## config.mk

```make
export PLATFORM = sky130hd
export DESIGN_NAME = incremental_pid_controller_flat
export DESIGN_NICKNAME = d
export VERILOG_FILES = /design/src/hdl/ipid_pkg.sv /design/src/hdl/ipid_in_if.sv /design/src/hdl/ipid_out_if.sv /design/src/hdl/incremental_pid_controller.sv /design/src/hdl/ipid_datapath.sv /design/src/flat_wrapper.sv
export SDC_FILE = /design/constraint.sdc
export NUM_CORES = 2
export LEC_CHECK = 0
export BUFFER_PORTS_ARGS = -buffer_cell sky130_fd_sc_hd__buf_2
export CAP_MARGIN = 20
export CELL_PAD_IN_SITES_DETAIL_PLACEMENT = 0
export CELL_PAD_IN_SITES_GLOBAL_PLACEMENT = 1
export CORE_ASPECT_RATIO = 0.7
export CORE_MARGIN = 4
export CORE_UTILIZATION = 35
export CTS_BUF_LIST = sky130_fd_sc_hd__clkbuf_16
export DETAILED_ROUTE_END_ITERATION = 8
export PLACE_DENSITY = 0.63
export SLEW_MARGIN = 20
export SYNTH_ARGS = -nofsm -noshare
export SYNTH_HDL_FRONTEND = slang
export SYNTH_SLANG_ARGS = --single-unit
export TNS_END_PERCENT = 20
```

## constraint.sdc

```tcl
create_clock -name clk -period 17.5 [get_ports clk]
set_input_delay 0.875 -clock clk [delete_from_list [all_inputs] [get_ports clk]]
set_output_delay 0.875 -clock clk [all_outputs]
set_load 0.02 [all_outputs]
```

## src/hdl/ipid_pkg.sv

```systemverilog
package ipid_pkg;

  // Default widths for the top-level parameters
  localparam int DEF_SAMPLE_WIDTH   = 16;
  localparam int DEF_COEF_FRAC_BITS = 12;

  // Gain registers and derived coefficients
  localparam int COEF_W     = 24;
  localparam int COEF_SUM_W = COEF_W + 2;  // room for kp + 2*kd' - ki'
  localparam int OUT_W      = 32;

  // Configuration port
  localparam int CFG_IDX_W = 2;
  localparam logic [CFG_IDX_W-1:0] REG_PROP_GAIN   = 2'd0;
  localparam logic [CFG_IDX_W-1:0] REG_INTEG_GAIN  = 2'd1;
  localparam logic [CFG_IDX_W-1:0] REG_DERIV_GAIN  = 2'd2;

  // Reset values of the gain registers (kp = 1.0 in Q12)
  localparam logic signed [COEF_W-1:0] PROP_GAIN_RESET  = 24'sd4096;
  localparam logic signed [COEF_W-1:0] INTEG_GAIN_RESET = 24'sd0;
  localparam logic signed [COEF_W-1:0] DERIV_GAIN_RESET = 24'sd0;

  // Output limits
  localparam logic signed [OUT_W-1:0] OUT_MAX = 32'sh7FFF_FFFF;
  localparam logic signed [OUT_W-1:0] OUT_MIN = 32'sh8000_0000;

  // Difference-equation coefficients
  typedef struct packed {
    logic signed [COEF_SUM_W-1:0] a0;
    logic signed [COEF_SUM_W-1:0] a1;
    logic signed [COEF_SUM_W-1:0] a2;
  } coef_t;

endpackage

```

## src/hdl/ipid_in_if.sv

```systemverilog
interface ipid_in_if #(
  parameter int SAMPLE_WIDTH = ipid_pkg::DEF_SAMPLE_WIDTH
);
  logic                           valid;
  logic                           ready;
  logic signed [SAMPLE_WIDTH-1:0] error_sample;
  logic                           first_sample;

  modport source (output valid, output error_sample, output first_sample, input ready);
  modport sink   (input valid, input error_sample, input first_sample, output ready);
endinterface

```

## src/hdl/ipid_out_if.sv

```systemverilog
interface ipid_out_if;
  logic                                 valid;
  logic                                 ready;
  logic signed [ipid_pkg::OUT_W-1:0]    drive_out;
  logic                                 saturated;

  modport source (output valid, output drive_out, output saturated, input ready);
  modport sink   (input valid, input drive_out, input saturated, output ready);
endinterface

```

## src/hdl/incremental_pid_controller.sv

```systemverilog
// Velocity-form PID: y[n] = y[n-1] + a0*e[n] - a1*e[n-1] + a2*e[n-2], saturated to 32 bits.
// The three products and the feedback add share one stage between input and result registers.
// Throughput: one item per cycle while drive_ch is ready.
// The history updates as the item leaves the input stage, so back-to-back items see it on time.
// Synchronous active-high reset: kp = 1.0, ki' = kd' = 0, history and last output cleared.
module incremental_pid_controller #(
  parameter int SAMPLE_WIDTH   = ipid_pkg::DEF_SAMPLE_WIDTH,
  parameter int COEF_FRAC_BITS = ipid_pkg::DEF_COEF_FRAC_BITS
) (
  input  logic                                 clk,
  input  logic                                 rst,
  input  logic                                 cfg_we,
  input  logic [ipid_pkg::CFG_IDX_W-1:0]       cfg_index,
  input  logic [ipid_pkg::COEF_W-1:0]          cfg_wdata,
  ipid_in_if.sink                              sample_ch,
  ipid_out_if.source                           drive_ch
);
  localparam int CW = ipid_pkg::COEF_SUM_W;

  // Gain registers
  logic signed [ipid_pkg::COEF_W-1:0] prop_gain, integ_gain, deriv_gain;
  ipid_pkg::coef_t                    coef;

  // Input stage
  logic                           s1_valid;
  logic signed [SAMPLE_WIDTH-1:0] s1_sample;
  logic                           s1_first;

  // History
  logic signed [SAMPLE_WIDTH-1:0]    err_d1, err_d2;
  logic signed [ipid_pkg::OUT_W-1:0] last_out;

  // Result stage
  logic                              out_valid;
  logic signed [ipid_pkg::OUT_W-1:0] drive;
  logic                              sat;

  logic                              s1_adv, in_xfer;
  logic signed [SAMPLE_WIDTH-1:0]    use_d1, use_d2;
  logic signed [ipid_pkg::OUT_W-1:0] use_last, y;
  logic                              y_sat;

  // Configuration writes; indexes past the list are dropped
  always_ff @(posedge clk) begin
    if (rst) begin
      prop_gain  <= ipid_pkg::PROP_GAIN_RESET;
      integ_gain <= ipid_pkg::INTEG_GAIN_RESET;
      deriv_gain <= ipid_pkg::DERIV_GAIN_RESET;
    end else if (cfg_we) begin
      unique case (cfg_index)
        ipid_pkg::REG_PROP_GAIN:  prop_gain  <= cfg_wdata;
        ipid_pkg::REG_INTEG_GAIN: integ_gain <= cfg_wdata;
        ipid_pkg::REG_DERIV_GAIN: deriv_gain <= cfg_wdata;
        default: ;
      endcase
    end
  end

  // Coefficients, registered from the gains
  always_ff @(posedge clk) begin
    coef.a0 <= CW'(prop_gain) + CW'(deriv_gain);
    coef.a1 <= CW'(prop_gain) + (CW'(deriv_gain) <<< 1) - CW'(integ_gain);
    coef.a2 <= CW'(deriv_gain);
  end

  // Handshake
  assign s1_adv          = s1_valid && (!out_valid || drive_ch.ready);
  assign sample_ch.ready = !s1_valid || !out_valid || drive_ch.ready;
  assign in_xfer         = sample_ch.valid && sample_ch.ready;

  // Input register
  always_ff @(posedge clk) begin
    if (rst) begin
      s1_valid <= 1'b0;
    end else if (in_xfer) begin
      s1_valid <= 1'b1;
    end else if (s1_adv) begin
      s1_valid <= 1'b0;
    end
  end

  always_ff @(posedge clk) begin
    if (in_xfer) begin
      s1_sample <= sample_ch.error_sample;
      s1_first  <= sample_ch.first_sample;
    end
  end

  // A new run sees zero history
  assign use_d1   = s1_first ? '0 : err_d1;
  assign use_d2   = s1_first ? '0 : err_d2;
  assign use_last = s1_first ? '0 : last_out;

  ipid_datapath #(
    .SAMPLE_WIDTH   (SAMPLE_WIDTH),
    .COEF_FRAC_BITS (COEF_FRAC_BITS)
  ) u_datapath (
    .coef     (coef),
    .err0     (s1_sample),
    .err1     (use_d1),
    .err2     (use_d2),
    .last_out (use_last),
    .y        (y),
    .sat      (y_sat)
  );

  // History update as the item leaves the input stage
  always_ff @(posedge clk) begin
    if (rst) begin
      err_d1   <= '0;
      err_d2   <= '0;
      last_out <= '0;
    end else if (s1_adv) begin
      err_d2   <= use_d1;
      err_d1   <= s1_sample;
      last_out <= y;
    end
  end

  // Result register
  always_ff @(posedge clk) begin
    if (rst) begin
      out_valid <= 1'b0;
    end else if (s1_adv) begin
      out_valid <= 1'b1;
    end else if (drive_ch.ready) begin
      out_valid <= 1'b0;
    end
  end

  always_ff @(posedge clk) begin
    if (s1_adv) begin
      drive <= y;
      sat   <= y_sat;
    end
  end

  assign drive_ch.valid     = out_valid;
  assign drive_ch.drive_out = drive;
  assign drive_ch.saturated = sat;
endmodule

```

## src/hdl/ipid_datapath.sv

```systemverilog
module ipid_datapath #(
  parameter int SAMPLE_WIDTH   = ipid_pkg::DEF_SAMPLE_WIDTH,
  parameter int COEF_FRAC_BITS = ipid_pkg::DEF_COEF_FRAC_BITS
) (
  input  ipid_pkg::coef_t                     coef,
  input  logic signed [SAMPLE_WIDTH-1:0]      err0,
  input  logic signed [SAMPLE_WIDTH-1:0]      err1,
  input  logic signed [SAMPLE_WIDTH-1:0]      err2,
  input  logic signed [ipid_pkg::OUT_W-1:0]   last_out,
  output logic signed [ipid_pkg::OUT_W-1:0]   y,
  output logic                                sat
);
  localparam int PROD_W = ipid_pkg::COEF_SUM_W + SAMPLE_WIDTH;
  localparam int TERM_W = PROD_W - COEF_FRAC_BITS;
  localparam int SUM_W  = ((TERM_W > ipid_pkg::OUT_W) ? TERM_W : ipid_pkg::OUT_W) + 2;

  logic signed [PROD_W-1:0] p0, p1, p2;
  logic signed [TERM_W-1:0] t0, t1, t2;
  logic signed [SUM_W-1:0]  y_full;

  // Three independent products
  assign p0 = PROD_W'(coef.a0) * PROD_W'(err0);
  assign p1 = PROD_W'(coef.a1) * PROD_W'(err1);
  assign p2 = PROD_W'(coef.a2) * PROD_W'(err2);

  // Dropping the fraction bits of a two's-complement value floors it
  assign t0 = $signed(p0[PROD_W-1:COEF_FRAC_BITS]);
  assign t1 = $signed(p1[PROD_W-1:COEF_FRAC_BITS]);
  assign t2 = $signed(p2[PROD_W-1:COEF_FRAC_BITS]);

  // Full-precision sum with the previous output
  assign y_full = SUM_W'(last_out) + SUM_W'(t0) - SUM_W'(t1) + SUM_W'(t2);

  // Clip to 32 bits
  always_comb begin
    if (y_full > SUM_W'(ipid_pkg::OUT_MAX)) begin
      y   = ipid_pkg::OUT_MAX;
      sat = 1'b1;
    end else if (y_full < SUM_W'(ipid_pkg::OUT_MIN)) begin
      y   = ipid_pkg::OUT_MIN;
      sat = 1'b1;
    end else begin
      y   = y_full[ipid_pkg::OUT_W-1:0];
      sat = 1'b0;
    end
  end
endmodule

```

## src/flat_wrapper.sv

```systemverilog
// flat-port wrapper written by rule: the top's interface ports become plain ports
module incremental_pid_controller_flat 
#(
  parameter int SAMPLE_WIDTH   = ipid_pkg::DEF_SAMPLE_WIDTH,
  parameter int COEF_FRAC_BITS = ipid_pkg::DEF_COEF_FRAC_BITS
)
  (clk, rst, cfg_we, cfg_index, cfg_wdata, sample_ch_valid, sample_ch_error_sample, sample_ch_first_sample, sample_ch_ready, drive_ch_valid, drive_ch_drive_out, drive_ch_saturated, drive_ch_ready);
  ipid_in_if #(.SAMPLE_WIDTH(SAMPLE_WIDTH)) sample_ch_i ();
  ipid_out_if drive_ch_i ();
  input  logic clk;
  input  logic rst;
  input  logic cfg_we;
  input  logic [ipid_pkg::CFG_IDX_W-1:0] cfg_index;
  input  logic [ipid_pkg::COEF_W-1:0] cfg_wdata;
  input wire logic [$bits(sample_ch_i.valid)-1:0] sample_ch_valid;
  input wire logic [$bits(sample_ch_i.error_sample)-1:0] sample_ch_error_sample;
  input wire logic [$bits(sample_ch_i.first_sample)-1:0] sample_ch_first_sample;
  output wire logic [$bits(sample_ch_i.ready)-1:0] sample_ch_ready;
  output wire logic [$bits(drive_ch_i.valid)-1:0] drive_ch_valid;
  output wire logic [$bits(drive_ch_i.drive_out)-1:0] drive_ch_drive_out;
  output wire logic [$bits(drive_ch_i.saturated)-1:0] drive_ch_saturated;
  input wire logic [$bits(drive_ch_i.ready)-1:0] drive_ch_ready;
  assign sample_ch_i.valid = sample_ch_valid;
  assign sample_ch_i.error_sample = sample_ch_error_sample;
  assign sample_ch_i.first_sample = sample_ch_first_sample;
  assign sample_ch_ready = sample_ch_i.ready;
  assign drive_ch_valid = drive_ch_i.valid;
  assign drive_ch_drive_out = drive_ch_i.drive_out;
  assign drive_ch_saturated = drive_ch_i.saturated;
  assign drive_ch_i.ready = drive_ch_ready;
  incremental_pid_controller #(.SAMPLE_WIDTH(SAMPLE_WIDTH), .COEF_FRAC_BITS(COEF_FRAC_BITS)) u_core (.clk(clk), .rst(rst), .cfg_we(cfg_we), .cfg_index(cfg_index), .cfg_wdata(cfg_wdata), .sample_ch(sample_ch_i), .drive_ch(drive_ch_i));
endmodule
```

After elaboration in Yosys (flattened, before gate mapping)
Cells that the tools add are included.
- reductions and logical operators: 13
- multipliers: 3
- order comparisons: 2
- add/subtract/negate cells: 6
- multiplexer cells: 10
- equal/unequal tests: 2
- operators with widths (cell ; number):
    $mux W32 ; 3
    $mul A26 B16 Y42 ; 1
    $mul A25 B16 Y41 ; 1
    $mul A24 B16 Y40 ; 1
    $add A34 B28 Y34 ; 1
    $gt A34 B32 Y1 const B ; 1
    $lt A34 B32 Y1 const B ; 1
    $sub A33 B30 Y34 ; 1
    $add A32 B30 Y33 ; 1
    $mux W16 ; 2
    $add A24 B25 Y26 ; 1
    $sub A26 B24 Y26 ; 1
    $add A24 B24 Y25 ; 1
    $reduce_and A2 Y1 ; 3
    $mux W1 ; 5
    $reduce_bool A2 Y1 ; 2
    $logic_or A1 B1 Y1 ; 3
    $eq A2 B1 Y1 const B ; 1
    $eq A2 B2 Y1 const B ; 1
    $logic_and A1 B1 Y1 ; 2
    $logic_not A1 Y1 ; 2
    $logic_not A2 Y1 ; 1
- register bits after elaboration: 263
- output and inout port bits: 35

Logic depth before layout (Yosys ltp)
- depth after elaboration: 7
- gate-level depth with buffers: 48

Cells and area by module
From an unflattened synthesis, not the netlist that was laid out.
- cells, all modules: 6355
- area, all modules: 57093.5 um^2
- by module, submodules not included (module ; instances ; area an instance (um^2) ; sequential area each (um^2) ; cells an instance):
    ipid_datapath ; 1 ; 45735.1 ; 0.0 ; 5104
    incremental_pid_controller ; 1 ; 11358.4 ; 5765.5 ; 1251

Worst setup path after synthesis
No wires, ideal clock.
- path type: register -> register
- start: reg u_core.s1_first
- end: reg u_core.drive (netlist bit u_core.drive_ch.drive_out[11]) (data pin)
- slack: 6754 ps
- arrival time: 10484 ps
- setup time: 262 ps
- required time: 17238 ps
- period minus slack after synthesis: 10746 ps
- stages on the path, launching flop included: 45
- cells stage by stage: edfxtp_1 > clkbuf_1 > clkbuf_1 > clkbuf_1 > nor2b_1 > clkbuf_1 > clkbuf_1 > nand2_1 > fa_1 > inv_1 > fa_1 > inv_1 > fa_1 > inv_1 > fa_1 > inv_1 > fa_1 > inv_1 > (+9 left out) > a211o_1 > a311oi_1 > xor2_1 > fa_1 > fa_1 > ha_1 > clkbuf_1 > a21o_1 > o21ba_2 > o21ai_0 > a311oi_1 > a211oi_1 > o22ai_1 > xnor2_1 > o21a_2 > buf_4 > buf_6 > o21ai_0
- word-level cells in the longest chain between the ends: 7
- ends and longest elaborated chain (what ; line ; text):
    start, declared ; incremental_pid_controller.sv:27 ; logic s1_first;
    start signal, assigned ; incremental_pid_controller.sv:85 ; s1_first <= sample_ch.first_sample;
    $mux W16 / $mux W32 (equally long branches) ; incremental_pid_controller.sv:90, incremental_pid_controller.sv:92 ;
    $mul A26 B16 Y42 / $add A32 B30 Y33 (equally long branches) ; ipid_datapath.sv:23, ipid_datapath.sv:32 ;
    $sub A33 B30 Y34 ; ipid_datapath.sv:32 ; assign y_full = SUM_W'(last_out) + SUM_W'(t0) - SUM_W'(t1) + SUM_W'(t2);
    $add A34 B28 Y34 * ; ipid_datapath.sv:32 ;
    $lt A34 B32 Y1 ; ipid_datapath.sv:39 ; end else if (y_full < SUM_W'(ipid_pkg::OUT_MIN)) begin
    $mux W32 ; ipid_datapath.sv:39 ;
    $mux W32 * ; ipid_datapath.sv:36 ; if (y_full > SUM_W'(ipid_pkg::OUT_MAX)) begin
    named net u_core.u_datapath.y (one bit) ; ipid_datapath.sv:10 ; output logic signed [ipid_pkg::OUT_W-1:0] y,
    end signal, assigned ; incremental_pid_controller.sv:133 ; drive <= y;
    end, declared ; incremental_pid_controller.sv:35 ; logic signed [ipid_pkg::OUT_W-1:0] drive;
The timed path passes the listed nets; every way through them passes the cells marked *.
A chain may end at the register's enable or synchronous reset.

Worst setup path in the final report
- start: reg u_core.s1_first
- end: reg u_core.last_out[5] (netlist bit)
- word-level cells in the longest chain between the ends: 7
- ends and longest elaborated chain (what ; line ; text):
    $mux W16 / $mux W32 (equally long branches) ; incremental_pid_controller.sv:90, incremental_pid_controller.sv:92 ;
    $mul A26 B16 Y42 / $add A32 B30 Y33 (equally long branches) ; ipid_datapath.sv:23, ipid_datapath.sv:32 ;
    $sub A33 B30 Y34 ; ipid_datapath.sv:32 ;
    $add A34 B28 Y34 * ; ipid_datapath.sv:32 ;
    $lt A34 B32 Y1 ; ipid_datapath.sv:39 ;
    $mux W32 ; ipid_datapath.sv:39 ;
    $mux W32 * ; ipid_datapath.sv:36 ;
    end signal, assigned ; incremental_pid_controller.sv:116 ; last_out <= y;
    end, declared ; incremental_pid_controller.sv:31 ; logic signed [ipid_pkg::OUT_W-1:0] last_out;
Mark *: on every way between the ends. The rest lies on a longest branch, timed or not.

==> results.json <==
{
  "status": "finished, final reports clean",
  "via_per_inst": 4.83,
  "synth.distinct_cells": 78,
  "period_share_pct": 70.8,
  "synthCells": 6198,
  "gp_congestion": 0.843,
  "yosys-top-cells-count": "1,474 x inv_1, 1,252 x fa_1, 986 x nand2_1, 423 x and2_1, 373 x ha_1",
  "die_h_um": 342,
  "netlist.area_leader.share_pct": 44.9,
  "path_max_fanout": 36,
  "r2r_slack_ns": 5.11,
  "hold_path_class": "in -> reg",
  "post-synth-top-count-cell": "inv_1",
  "clk_pin_slew_ns": 0.06,
  "track_usage_pct": 20.8,
  "yosys_warnings": 0,
  "antenna_found_initial": 8,
  "cts_made_buffers": 31,
  "yosysTopAreaCell": "fa_1",
  "synth_edf_count": 50,
  "dp.cells": 8220,
  "area_delta_synth_final_pct": 7.07,
  "synthArstFlopShare_pct": 0,
  "slew_headroom_pct": 17.4,
  "grt_pass1_wl_um": 265000,
  "postCtsHoldBufs": 0,
  "setup_viol": 0,
  "clkSinkCount": 263,
  "initial_utilization_pct": 35.3,
  "maxCapViolCount": 0,
  "ys_seq_area_share_pct": 10.3,
  "htreeDepth": 1,
  "cp-end-kind": "register",
  "critPathMaxStageDelay_ns": 0.60,
  "endpoint": "u_core.last_out[5]",
  "insertion_delay_ns": 0.66,
  "wl_um": 168000,
  "setup_ws_ns": 5.11,
  "fin_nets": 7821,
  "crit_type": "reg -> reg",
  "crit_arrival_ns": 12.88,
  "syn_area_um2": 55900,
  "path_common_cell": "fa_1",
  "start_kind": "register",
  "synth_area_leaders": "fa_1 45%, inv_1 9.9%, ha_1 8.4%",
  "tightest_slew_ns": 1.24,
  "grt_pass1_vias": 43400,
  "wire_per_inst_um": 20.2,
  "cts_tree": "done",
  "io_pins": 83,
  "dr.pass1.iters": 5,
  "grt_overflow": 0,
  "r2r_end": "u_core.last_out[5]",
  "cts_resized": 0,
  "dieArea_um2": 166000,
  "drt_iter0_drc": 2505,
  "ys_ff_latch": 263,
  "drive_gt1_share_pct": 4.75,
  "fin_cells": 8286,
  "rows": 122,
  "place_ws_ns": 5.21,
  "fmax_mhz": 80.7,
  "min_period_ns": 12.39,
  "worstReg2RegStart": "u_core.s1_first",
  "tns_ns": 0,
  "grt_max_degree": 87,
  "drv_slew": 0,
  "post_cts_buffers": 0,
  "synth_ff_type": "dfxtp_1",
  "coreArea_um2": 158000,
  "grt_setup_unrepaired": "false",
  "cts-root-buf": "clkbuf_16",
  "die_w_um": 486,
  "hold_violations": 0,
  "crit_required_ns": 18.00,
  "drt.antenna.violating_nets": 0,
  "clockBufferDepth": 3,
  "syn_nets": 7871,
  "num_vias": 40000,
  "port_buffers": 82,
  "hpwl_um": 134000,
  "fin_skew_ns": 0.0337,
  "critPathLaunch": "u_core.s1_first",
  "drcViolationCount": 0,
  "avgSynthCellArea_um2": 9.01,
  "r2r_cells": 40,
  "slowest_stage": "xor2_1"
}
[cell usage in the layout (no fill, tap or decap), types with 12 or more instances in the layout]
cell type / Yosys / layout
o21ai_0: 78 / 78
o21a_1: 36 / 36
nand2_1: 986 / 986
o21bai_1: 15 / 15
nor2_1: 138 / 138
nor3b_1: 24 / 23
nand4_1: 12 / 12
nor3_1: 28 / 27
edfxtp_1: 50 / 50
ha_1: 373 / 373
clkbuf_16: 0 / 33
a21oi_1: 212 / 212
o211ai_1: 27 / 27
and3_1: 15 / 15
dfxtp_1: 213 / 213
nor2b_2: 0 / 22
a31oi_1: 17 / 17
and4_1: 12 / 12
a21o_1: 62 / 62
a211oi_1: 15 / 15
and2_1: 423 / 423
xnor2_1: 106 / 105
xor2_1: 68 / 67
buf_4: 4 / 98
inv_1: 1474 / 1478
nand3_1: 30 / 30
nand2b_1: 52 / 51
buf_2: 7 / 82
or2_2: 17 / 17
nor2b_1: 84 / 60
fa_1: 1252 / 1252
[layout make-up]
type	instances	area, um^2
Sequential cell	263	5770
Tap cell	2108	2640
Timing Repair Buffer	181	1160
Fill cell	16200	98500
Inverter	1476	5540
Clock buffer	33	826
Antenna cell	5	12.5
Multi-Input combinational cell	4195	43600
Clock inverter	25	240
[worst min path at each step]
stage	from	endpoint	slack, ns	cells past startpoint
final	sample_ch_error_sample[9]	u_core.s1_sample[9]	0.40	1
after global routing	sample_ch_error_sample[4]	u_core.s1_sample[4]	0.36	1
after CTS	sample_ch_error_sample[8]	u_core.s1_sample[8]	0.35	1
after detailed placement	u_core.deriv_gain[21]	u_core.coef[21]	0.40	0
after global placement	u_core.deriv_gain[9]	u_core.coef[9]	0.41	0
after floorplan	u_core.deriv_gain[0]	u_core.coef[0]	0.37	0
[sequential cells by signal, indices dropped and copies added, names as in the netlist]
| register | cells |
|---|---|
| u_core.coef | 75 |
| u_core.deriv_gain | 24 |
| u_core.drive_ch.drive_out | 32 |
| u_core.drive_ch.saturated | 1 |
| u_core.drive_ch.valid | 1 |
| u_core.err_d1 | 16 |
| u_core.err_d2 | 16 |
| u_core.integ_gain | 24 |
| u_core.last_out | 32 |
| u_core.prop_gain | 24 |
| u_core.s1_first | 1 |
| u_core.s1_sample | 16 |
| u_core.s1_valid | 1 |
[through the flow]
step / hold slack (ns) / util [%] / instance area, um^2
2_1_floorplan: 0.368 / - / 55900
3_3_place_gp: 0.410 / 37.1 / 58700
3_5_place_dp: 0.399 / 37.1 / 58700
4_1_cts: 0.346 / 37.8 / 59800
5_1_grt: 0.364 / 37.8 / 59800
6_report: 0.401 / 37.8 / 59800
[routing by layer]
metal	routed length, um	vias to the layer above	GRT usage, %
met5	34	-	0
met4	4980	4	5.20
met3	11000	149	4.10
met2	70000	983	30.9
met1	81600	20700	31.1
li1	-	18200	-
[critical path, delay by kind of cell (launching register included)]
kind                     cells  cell delay [ns]
adder cells (fa/ha/maj)      9             4.28
AO/OA/AOI/OAI               14             3.64
buffers and inverters        9             1.71
XOR/XNOR                     2             1.12
AND/OR/NAND/NOR              6             1.07
flip-flops                   1             0.35
[cells by family after synthesis]
group / Yosys count / synth area share, %
and+or+nand+nor: 1843 / 15.6
buffers and inverters: 1740 / 11.8
adders and majority gates: 1625 / 53.2
AOI/OAI and AO/OA: 551 / 6.29
DFF: 263 / 10.3
xor gates and xnor gates: 174 / 2.73
muxes: 2 / 0.0358
Power is not shown: default switching activity piles up to over one toggle a cycle in this logic, so the estimate is an artifact.
